File: src/substring_erase_stream_top_macros.svh
// ----------------------------------------------------------------------------
// Assertion macros for the substring erase stream block
// Shared concurrent assertion forms, clocked on aclk and disabled in reset.
// ----------------------------------------------------------------------------
`ifndef SUBSTRING_ERASE_STREAM_TOP_MACROS_SVH
`define SUBSTRING_ERASE_STREAM_TOP_MACROS_SVH

// The consequent must hold in the same cycle as the antecedent.
`define SES_ASSERT_NOW(label, ante, cons, msg) \
    label: assert property (@(posedge aclk) disable iff (!aresetn) (ante) |-> (cons)) \
        else $error(msg);

// The consequent must hold in the cycle after the antecedent.
`define SES_ASSERT_NEXT(label, ante, cons, msg) \
    label: assert property (@(posedge aclk) disable iff (!aresetn) (ante) |=> (cons)) \
        else $error(msg);

`endif

File: src/ses_pkg.sv
// ----------------------------------------------------------------------------
// Substring erase stream package
// Sizes, register indexes and the per-cell control type.
// ----------------------------------------------------------------------------
package ses_pkg;

    localparam int MAX_PATTERN = 8;
    localparam int CNT_W       = $clog2(MAX_PATTERN + 1);
    localparam int PAT_W       = 8 * MAX_PATTERN;
    localparam int CFG_DATA_W  = 64;
    localparam int CFG_ADDR_W  = 1;

    // Configuration register indexes.
    localparam logic [CFG_ADDR_W-1:0] REG_PATTERN_BYTES  = 1'd0;
    localparam logic [CFG_ADDR_W-1:0] REG_PATTERN_LENGTH = 1'd1;

    // Control for one window cell.
    typedef struct packed {
        logic load;   // the incoming byte lands in this cell
        logic shift;  // take the neighbor's byte (window moves toward cell 0)
        logic care;   // this cell lies inside the pattern length
    } cell_ctl_t;

endpackage

File: src/ses_cell.sv
// ----------------------------------------------------------------------------
// Window cell
// Holds one window byte, compares it with its pattern byte and hands its
// byte to the left neighbor when the window shifts.
// ----------------------------------------------------------------------------
module ses_cell
    import ses_pkg::*;
(
    input  logic      aclk,
    input  cell_ctl_t ctl,
    input  logic [7:0] in_byte,
    input  logic [7:0] right_cur,
    input  logic [7:0] pat_byte,
    output logic [7:0] cur,
    output logic       eq
);

    logic [7:0] value_reg;
    logic [7:0] value_next;

    // Byte as seen after this cycle's load, before any shift.
    assign cur = ctl.load ? in_byte : value_reg;

    // A cell outside the pattern never blocks a match.
    assign eq = !ctl.care || (cur == pat_byte);

    // A shift pulls the right neighbor's byte in.
    assign value_next = ctl.shift ? right_cur : cur;

    always_ff @(posedge aclk) begin
        if (ctl.load || ctl.shift) begin
            value_reg <= value_next;
        end
    end

endmodule

File: src/substring_erase_stream_top.sv
// ----------------------------------------------------------------------------
// Substring erase stream, top level
// Removes every non-overlapping occurrence of a configured pattern from
// each string of a byte stream, using a row of window cells.
// ----------------------------------------------------------------------------
//  Channel  | Direction | Contents
//  ---------+-----------+------------------------------------------------
//  s_       | in        | tdata = data_byte, tlast = end_of_string
//  m_       | out       | tdata = out_byte, tuser = has_byte,
//           |           | tlast = last_of_string
//  cfg_     | in        | write enable, register index, 64-bit data
//
// One byte is accepted per cycle while the result side takes items.
// The final byte of a string flushes the held window bytes, one per cycle
// through the output register while the result side takes items.
// The input stalls during the flush and whenever the output register holds
// an item that the result side does not take.
// Reset (synchronous, aresetn low) empties the window and the output.
// ----------------------------------------------------------------------------
`include "substring_erase_stream_top_macros.svh"

module substring_erase_stream_top
    import ses_pkg::*;
(
    input  logic                  aclk,
    input  logic                  aresetn,
    // Input items
    input  logic                  s_tvalid,
    output logic                  s_tready,
    input  logic [7:0]            s_tdata,   // [7:0] data_byte
    input  logic                  s_tlast,
    // Result items
    output logic                  m_tvalid,
    input  logic                  m_tready,
    output logic [7:0]            m_tdata,   // [7:0] out_byte
    output logic                  m_tuser,   // [0] has_byte
    output logic                  m_tlast,
    // Configuration writes
    input  logic                  cfg_we,
    input  logic [CFG_ADDR_W-1:0] cfg_addr,
    input  logic [CFG_DATA_W-1:0] cfg_wdata
);

    logic [PAT_W-1:0] pattern_reg;
    logic [CNT_W-1:0] length_reg;
    logic [CNT_W-1:0] count_reg, count_next;
    logic             flush_reg, flush_next;
    logic             m_valid_reg, m_valid_next;
    logic [7:0]       m_byte_reg, m_byte_next;
    logic             m_has_reg, m_has_next;
    logic             m_last_reg, m_last_next;

    logic [CNT_W-1:0] len_eff;
    logic [CNT_W-1:0] count_eff;
    logic [CNT_W-1:0] remain;
    logic             out_free;
    logic             accept;
    logic             pass_thru;
    logic             full;
    logic             match;
    logic             emit_mis;
    logic             flush_step;

    cell_ctl_t        ctl     [MAX_PATTERN];
    logic [7:0]       cur_w   [MAX_PATTERN];
    logic [7:0]       right_w [MAX_PATTERN];
    logic [MAX_PATTERN-1:0] eq_w;

    // Pattern length saturated to the window size.
    assign len_eff = (length_reg > CNT_W'(MAX_PATTERN)) ? CNT_W'(MAX_PATTERN) : length_reg;

    // Handshakes.
    assign out_free   = !m_valid_reg || m_tready;
    assign s_tready   = !flush_reg && out_free;
    assign accept     = s_tvalid && s_tready;
    assign pass_thru  = (len_eff == '0);
    assign flush_step = flush_reg && out_free;

    // Window fill and match decision.
    assign count_eff = (count_reg >= len_eff) ? '0 : count_reg;
    assign full      = ((count_eff + CNT_W'(1)) == len_eff);
    assign match     = &eq_w;
    assign emit_mis  = full && !match;
    assign remain    = full ? (match ? '0 : len_eff - CNT_W'(1)) : count_eff + CNT_W'(1);

    // Row of window cells.
    for (genvar k = 0; k < MAX_PATTERN; k++) begin : g_cell
        always_comb begin
            ctl[k].care  = (CNT_W'(k) < len_eff);
            ctl[k].load  = accept && !pass_thru && (count_eff == CNT_W'(k));
            ctl[k].shift = (accept && !pass_thru && emit_mis) || flush_step;
        end

        if (k == MAX_PATTERN - 1) begin : g_end
            assign right_w[k] = '0;
        end else begin : g_mid
            assign right_w[k] = cur_w[k+1];
        end

        ses_cell u_cell (
            .aclk      (aclk),
            .ctl       (ctl[k]),
            .in_byte   (s_tdata),
            .right_cur (right_w[k]),
            .pat_byte  (pattern_reg[8*k +: 8]),
            .cur       (cur_w[k]),
            .eq        (eq_w[k])
        );
    end

    // Next window count, flush flag and output item.
    always_comb begin
        count_next   = count_reg;
        flush_next   = flush_reg;
        m_valid_next = m_valid_reg;
        m_byte_next  = m_byte_reg;
        m_has_next   = m_has_reg;
        m_last_next  = m_last_reg;

        if (accept) begin
            m_valid_next = 1'b0;
            if (pass_thru) begin
                m_valid_next = 1'b1;
                m_byte_next  = s_tdata;
                m_has_next   = 1'b1;
                m_last_next  = s_tlast;
            end else begin
                count_next = remain;
                flush_next = s_tlast && (remain != '0);
                if (emit_mis) begin
                    m_valid_next = 1'b1;
                    m_byte_next  = cur_w[0];
                    m_has_next   = 1'b1;
                    m_last_next  = s_tlast && (remain == '0);
                end else if (s_tlast && (remain == '0)) begin
                    m_valid_next = 1'b1;
                    m_byte_next  = '0;
                    m_has_next   = 1'b0;
                    m_last_next  = 1'b1;
                end
            end
        end else if (flush_step) begin
            m_valid_next = 1'b1;
            m_byte_next  = cur_w[0];
            m_has_next   = 1'b1;
            m_last_next  = (count_reg == CNT_W'(1));
            count_next   = count_reg - CNT_W'(1);
            flush_next   = (count_reg != CNT_W'(1));
        end else if (m_tready) begin
            m_valid_next = 1'b0;
        end

        // A new pattern length empties the window.
        if (cfg_we && (cfg_addr == REG_PATTERN_LENGTH)) begin
            count_next = '0;
        end
    end

    // Control registers.
    always_ff @(posedge aclk) begin
        if (!aresetn) begin
            count_reg   <= '0;
            flush_reg   <= 1'b0;
            m_valid_reg <= 1'b0;
        end else begin
            count_reg   <= count_next;
            flush_reg   <= flush_next;
            m_valid_reg <= m_valid_next;
        end
    end

    // Configuration registers.
    always_ff @(posedge aclk) begin
        if (!aresetn) begin
            pattern_reg <= '0;
            length_reg  <= '0;
        end else if (cfg_we) begin
            unique case (cfg_addr)
                REG_PATTERN_BYTES:  pattern_reg <= cfg_wdata[PAT_W-1:0];
                REG_PATTERN_LENGTH: length_reg  <= cfg_wdata[CNT_W-1:0];
                default:            ;
            endcase
        end
    end

    // Output payload register.
    always_ff @(posedge aclk) begin
        m_byte_reg <= m_byte_next;
        m_has_reg  <= m_has_next;
        m_last_reg <= m_last_next;
    end

    assign m_tvalid = m_valid_reg;
    assign m_tdata  = m_byte_reg;
    assign m_tuser  = m_has_reg;
    assign m_tlast  = m_last_reg;

    // Outside a flush the window never holds a full pattern length.
    `SES_ASSERT_NOW(a_count_below_len, !flush_reg && !pass_thru, count_reg < len_eff,
        "window count reached the pattern length outside a flush")
    // A flush always has bytes left to send.
    `SES_ASSERT_NOW(a_flush_nonempty, flush_reg, count_reg != '0,
        "flush active with an empty window")
    // The last byte of a string always yields a result or starts a flush.
    `SES_ASSERT_NEXT(a_eos_result, accept && s_tlast, m_valid_reg || flush_reg,
        "end of string produced no result")
    // Each flush step loads the output register.
    `SES_ASSERT_NEXT(a_flush_emits, flush_step, m_valid_reg && m_has_reg,
        "flush step did not emit a byte")

endmodule

File: config.mk
export PLATFORM = sky130hd
export DESIGN_NAME = substring_erase_stream_top
export DESIGN_NICKNAME = d
export VERILOG_FILES = /design/src/ses_pkg.sv /design/src/ses_cell.sv /design/src/substring_erase_stream_top.sv
export VERILOG_INCLUDE_DIRS = /design/src /design/src/src
export SDC_FILE = /design/constraint.sdc
export NUM_CORES = 1
export LEC_CHECK = 0
export BUFFER_PORTS_ARGS = -buffer_cell sky130_fd_sc_hd__buf_2
export CELL_PAD_IN_SITES_DETAIL_PLACEMENT = 1
export CELL_PAD_IN_SITES_GLOBAL_PLACEMENT = 1
export CORE_MARGIN = 5
export CORE_UTILIZATION = 40
export CTS_CLUSTER_SIZE = 28
export DETAILED_ROUTE_END_ITERATION = 10
export GPL_TIMING_DRIVEN = 1
export PLACE_DENSITY = 0.82
export RECOVER_POWER = 100
export SLEW_MARGIN = 20
export SYNTH_ARGS = -nofsm -noshare
export SYNTH_HDL_FRONTEND = slang
export SYNTH_HIERARCHICAL = 1
export SYNTH_SLANG_ARGS = --single-unit
File: constraint.sdc
create_clock -name aclk -period 5.2 [get_ports aclk]
set_input_delay 1.3 -clock aclk [delete_from_list [all_inputs] [get_ports aclk]]
set_output_delay 1.3 -clock aclk [all_outputs]
set_load 0.05 [all_outputs]
==> reports/qor.yml, run 1 <==
run_status:
  status: "finished with violations"
  violations: "capacitance limit, slew limit"
synthesis:
  syn-cell-area_mm2: 0.00830
  synth_common_cells: "nand2_1 (152), a21oi_1 (82), dfxtp_1 (74), edfxtp_1 (74)"
  syn_avg_cell_area_um2: 10.7
  synth_ff_type: "edfxtp_1"
  ys_seq_area_share_pct: 44.6
  synth_edf_count: 74
  synth_cell_types: 56
  synth_area_leaders: "edfxtp_1 (27%), dfxtp_1 (18%), mux2_4 (12%)"
  synth_top_area_share_pct: 26.8
  yosys.area.top_type: "edfxtp_1"
  yosysMostFrequentCell: "nand2_1"
  synth-async-reset-ratio_pct: 0
  netlist_instances: 775
  yosys_register_bits: 148
  yosysWarnings: 6
timing:
  period_needed_ps: 5050
  drv_slew: 38
  setup_slack_ps: 151
  hold_violations: 0
  fin_skew_ps: 7.09
  slew_headroom_pct: -3.57
  worst_pin_slew_ps: 1550
  fin_tns_setup_ps: 0
  finalCritPeriodShare_pct: 97.1
  setup_viol: 0
  max_freq_mhz: 198
cells_and_area:
  synthToLayoutAreaGrowth_pct: 24.2
  regArea_mm2: 0.00370
  drive_above_1_share_pct: 38.1
  post-route-util_pct: 50.6
  fin_nets: 1024
  antenna_cells_inserted: 0
  multiInputGateArea_mm2: 0.00448
  n_fill_cell: 2242
  fin_area_mm2: 0.0103
cts:
  cts_made_buffers: 17
  clock_latency_ps: 430
  cts_max_level: 4
  clkSinkCount: 148
  holdBufCountCts: 0
  tritoncts: "done"
  cts_root_buf: "clkbuf_16"
  clk_pin_slew_ps: 60
  clockBufferDepth: 2
place:
  dp_slack_ps: -241
  gp_congestion: 0.923
  dpl_cell_area_mm2: 0.00957
  port_buffers: 90
  hpwlAfterDp_um: 17900
floorplan:
  dieWidth_um: 154
  initial_utilization_pct: 40.8
  dieArea_mm2: 0.0237
  die_h_um: 154
  io_pins: 91
  rows: 52
  core_area_mm2: 0.0204
drt:
  viasPerCell: 5.36
  drc: 0
  vias: 6522
  drt_iter0_markers: 444
  drtAntennaViolNets: 0
  routedWlPerCell_um: 20.8
  dr.pass1.iters: 6
  wirelength_um: 25400
power:
  power.leakage_nw: 3.92
  vdd_drop_max_v: 0.000255
  p_total_w: 0.00360
  power.density_mw_per_mm2: 349
grt:
  track_usage_pct: 20.9
  antenna_found_initial: 0
  grt.overflow.total: 0
  grt_pass1_wl_um: 39200
  grt_pass1_vias: 7065
  grt_max_degree: 61
critical_path:
  endpoint_kind: "flip-flop"
  arrival_ps: 5220
  required_ps: 5370
  startpoint_type: "input pin"
  crit_fanout: 60
  reg2reg_slack_ps: 180
  worstSetupPathType: "in2reg"
job:
  max-cap-violations: 1
hold_path:
  min_path_type: "reg2reg"
[placed cells by master (no fill, tap or decap), drive strengths merged, types with 3 or more instances in the layout]
cell / count
buf: 160
nand2: 153
mux2: 129
a21oi: 82
dfxtp: 74
edfxtp: 74
xnor2: 68
clkbuf: 40
nand4: 19
nor2: 17
inv: 16
o21ai: 15
ha: 11
nand3: 9
or2: 9
a22o: 8
conb: 8
nor3: 7
and2: 6
a31oi: 5
mux2i: 3
a21o: 3
o211ai: 3
[metrics by stage]
| step | hold WS, ps | std cells |
|---|---|---|
| 6_report | 475 | 1217 |
| 5_1_grt | 498 | 1217 |
| 4_1_cts | 477 | 1210 |
| 3_5_place_dp | 465 | 1178 |
| 3_3_place_gp | 459 | 1178 |
| 2_1_floorplan | 440 | 782 |
[cell type report]
type | count | share of cell area [%]
Multi-Input combinational cell | 580 | 43.4
Timing Repair Buffer | 175 | 10.8
Inverter | 12 | 0.437
Tap cell | 270 | 3.28
Clock inverter | 7 | 0.461
Sequential cell | 148 | 35.9
Clock buffer | 25 | 5.64
[cell families (layout without fill, tap and decap cells)]
family | Yosys count | in the layout | synth area share [%]
muxes | 132 | 132 | 20.8
buffers and inverters | 54 | 219 | 3.26
adders and majority gates | 11 | 11 | 1.66
and+or+nand+nor | 233 | 233 | 12.5
xor gates and xnor gates | 68 | 68 | 7.99
AOI/OAI and AO/OA | 128 | 128 | 9.15
other | 1 | 8 | 0.0452
DFF | 148 | 148 | 44.6
[worst paths after layout]
check / start / end / cells after the start
max reg2reg: length_reg[3] / g_cell[5].u_cell/value_reg[7] / 22
min reg2reg: pattern_reg[32] / pattern_reg[32] / 2
max: m_tready / g_cell[5].u_cell/value_reg[7] / 21
min: pattern_reg[32] / pattern_reg[32] / 2
[timing repair]
| action | CTS | global route |
|---|---|---|
| buffers inserted | 0 | 6 |
| setup endpoints to repair | 129 | 134 |
| cloned | 0 | 1 |
| pin swaps | 0 | 3 |
| gates resized for setup | 1 | 21 |
[per-layer routing]
layer / wire, µm / vias up / global-route usage, %
met5: 0 / - / 0
met3: 956 / 41 / 4.16
met4: 456 / 0 / 6.06
li1: - / 3064 / -
met2: 12900 / 169 / 36.2
met1: 11100 / 3248 / 26.6
[power breakdown]
| group | switching (W) | total, W | internal (W) |
|---|---|---|---|
| registers | 0.0000471 | 0.00141 | 0.00137 |
| clock network | 0.000512 | 0.00129 | 0.000781 |
| logic | 0.000488 | 0.000896 | 0.000407 |
[critical path, cell delays in order]
cell,delay (ps)
buf_2,80
inv_1,70
a21boi_2,170
nor2_1,90
nor2_4,230
nand4b_1,220
buf_4,190
nor2_1,110
buf_6,190
mux2_4,350
xnor2_1,150
nand4_1,160
o21ai_1,90
nand4_1,140
nor2_1,80
buf_4,150
nor3_1,250
and2_0,230
a21o_2,190
buf_12,300
mux2_2,410
(Power assumes the default switching activity.)
==> run 2, diff against run 1 <==
--- a/config.mk
+++ b/config.mk
@@ -9,6 +9,7 @@
 export BUFFER_PORTS_ARGS = -buffer_cell sky130_fd_sc_hd__buf_2
 export CELL_PAD_IN_SITES_DETAIL_PLACEMENT = 1
 export CELL_PAD_IN_SITES_GLOBAL_PLACEMENT = 1
+export CORE_ASPECT_RATIO = 0.5
 export CORE_MARGIN = 5
 export CORE_UTILIZATION = 40
 export CTS_CLUSTER_SIZE = 28
==> run 2 against run 1 <==
The flow still finishes with violations (capacitance limit, slew limit); total power down 0.37%; clock-buffer cell count down 5; sequential share of layout area about the same; clock power about the same; flip-flop and latch count unchanged; setup slack worse by 7.9 ps; utilization down 0.24 points; global-route usage up 2.2 points; critical path type unchanged.
==> reports/qor.yml, run 2 (same netlist as run 1, synthesis figures left out) <==
power:
  p_total_w: 0.00359  # -0.37%
  p_comb_share_pct: 25.3  # +0.4 points
  power.leakage_nw: 3.95  # +0.68%
  internal-power_w: 0.00252  # -1.3%
  p_sw_share_pct: 29.7  # +0.66 points
  switchingPower_w: 0.00107  # +1.9%
  vdd_drop_max_v: 0.000213  # -16%
  power.density_mw_per_mm2: 348  # -0.37%
  clkPwrFrac_pct: 35.0  # -0.9 points
  sequentialPowerShare_pct: 39.6  # +0.4 points
drt:
  drc: 0  # unchanged
  routedWlPerCell_um: 22.5  # +7.8%
  drtAntennaViolNets: 0  # unchanged
  vias: 6603  # +1.2%
  viasPerCell: 5.38  # +0.34%
  drt_iter0_markers: 371  # -16%
  wirelength_um: 27600  # +8.8%
  dr.pass1.iters: 7  # +1
hold_path:
  min_to: "pattern_reg[14]"
  holdPathStages: 2  # unchanged
  min_from: "pattern_reg[14]"
  min_path_type: "reg2reg"
critical_path:
  rr_worst_depth: 20  # -9.1%
  reg2reg_slack_ps: 200  # +20 ps
  required_ps: 5360  # about the same
  worstSetupPathType: "in2reg"
  r2r-end: "m_tdata[7]"
  cp_cell_sequence: "buf_2 > inv_1 > a21boi_1 > nor2_1 > nor2_4 > nand2_1 > nor3b_1 > and2_1 > buf_12 > mux2_4 > xnor2_1 > nand4_1 > o21ai_1 > nand4_1 > nor2_1 > or4_1 > or4_1 > a221o_1 > a31oi_2 > o21ai_4"
  crit_slowest_cell: "or4_1"
  arrival_ps: 5210  # about the same
  timing.rr.start: "length_reg[3]"
  startpoint_type: "input pin"
  endpoint_kind: "flip-flop"
  cpPeakStageDelay_ps: 420  # about the same
  crit_fanout: 10  # -83%
cells_and_area:
  multiInputGateArea_mm2: 0.00441  # -1.4%
  fin_area_mm2: 0.0103  # unchanged
  stdcell_count: 1228  # +0.90%
  fin_nets: 1032  # +0.78%
  drive_above_1_share_pct: 38.0  # -0.11 points
  mostFrequentLayoutCell: "nand2_1"
  n_fill_cell: 2263  # +0.94%
  synthToLayoutAreaGrowth_pct: 24.2  # unchanged
  post-route-util_pct: 50.4  # -0.24 points
  regArea_mm2: 0.00371  # +0.10%
  antenna_cells_inserted: 0  # unchanged
  layout_common_cells: "nand2_1 (151), a21oi_1 (81), buf_4 (78)"
cts:
  clock_latency_ps: 430  # about the same
  cts_max_level: 4  # unchanged
  cts_made_buffers: 17  # unchanged
  clkSinkCount: 148  # unchanged
  post_cts_buffers: 0  # unchanged
  clockBufferDepth: 2  # unchanged
  tritoncts: "done"
  clk_pin_slew_ps: 60  # about the same
  cts_root_buf: "clkbuf_16"
place:
  placed_cells: 1196  # +1.5%
  port_buffers: 90  # unchanged
  dpl_cell_area_mm2: 0.00975  # +1.9%
  gp_congestion: 0.906  # -1.9%
  hpwlAfterDp_um: 19200  # +7.1%
floorplan:
  initial_utilization_pct: 40.6  # -0.19 points
  dieArea_mm2: 0.0239  # +0.74%
  die_h_um: 112  # -27%
  core_area_mm2: 0.0205  # +0.48%
  dieWidth_um: 214  # +39%
  io_pins: 91  # unchanged
  rows: 37  # -29%
grt:
  antenna_found_initial: 0  # unchanged
  grt.overflow.total: 0  # unchanged
  track_usage_pct: 23.2  # +2.2 points
  grt_pass1_wl_um: 42600  # +8.6%
  grt_pass1_vias: 7238  # +2.4%
  grt_max_degree: 69  # +13%
run_status:
  status: "finished with violations"
  violations: "capacitance limit, slew limit"
timing:
  finalCritPeriodShare_pct: 97.2  # +0.15 points
  setup_viol: 0  # unchanged
  drv_slew: 69  # +82%
  fin_tns_setup_ps: 0  # unchanged
  hold_violations: 0  # unchanged
  max_freq_mhz: 198  # -0.16%
  fin_skew_ps: 10.8  # +3.70 ps
  slew_headroom_pct: -122  # -120 points
  worst_pin_slew_ps: 3330  # +1770 ps
  period_needed_ps: 5060  # +7.87 ps
job:
  max-cap-violations: 1  # unchanged
## run 2: layout make-up
cell class	count	area share (%)
Tap cell	273	3.31
Sequential cell	148	36.0
Clock inverter	12	1.25
Inverter	12	0.437
Multi-Input combinational cell	580	42.8
Timing Repair Buffer	183	11.7
Clock buffer	20	4.54
## run 2: stage by stage
stage          hold slack [ps]  setup WS (ps)
3_5_place_dp               469           -158
5_1_grt                    502          -3.05
4_1_cts                    477           36.7
2_1_floorplan              440           13.0
6_report                   477            144
3_3_place_gp               454          -28.0
## run 2: repair_timing
| item | CTS | global route |
|---|---|---|
| setup endpoints to repair | 11 | 111 |
| resized for setup | 1 | 4 |
| pin swaps | 0 | 1 |
| hold buffers | 0 | 0 |
## run 2: power by group through the flow
stage / Clock [W] / Sequential [W] / Combinational [W]
after global routing: 0.00133 / 0.00143 / 0.000966
after global placement: 0 / 0.00143 / 0.000849
after detailed placement: 0 / 0.00144 / 0.000890
final: 0.00126 / 0.00142 / 0.000910
after floorplan: 0 / 0.00149 / 0.000511
after CTS: 0.00127 / 0.00142 / 0.000916
## run 2: critical path, delay by kind of cell
kind / cells / cell delay (ps)
buffers and inverters: 3 / 300
XOR/XNOR: 1 / 150
AO/OA/AOI/OAI: 5 / 1120
multiplexers: 1 / 330
AND/OR/NAND/NOR: 10 / 2020
## run 2: worst max-delay path by stage
stage / end / start / slack (ps) / cells after the start
4_1_cts: m_tdata[2] / length_reg[3] / 40 / 20
3_5_place_dp: m_tdata[3] / m_tready / -160 / 20
3_3_place_gp: m_tdata[0] / m_tready / -30 / 20
6_report: m_tdata[7] / m_tready / 140 / 20
5_1_grt: m_tdata[2] / m_tready / -3 / 20
2_1_floorplan: m_tdata[0] / m_tready / 10 / 19
## run 2: per-layer routing
layer  up-vias  global-route usage, %  share of wire, %  routed length, µm
li1       3082                      -                 -                  -
met1      3318                   28.9                43              12000
met2       167                   40.5                50              13800
met3        36                   4.03               4.3               1190
met4         0                   8.17               2.2                597
met5         -                      0                 0                  0
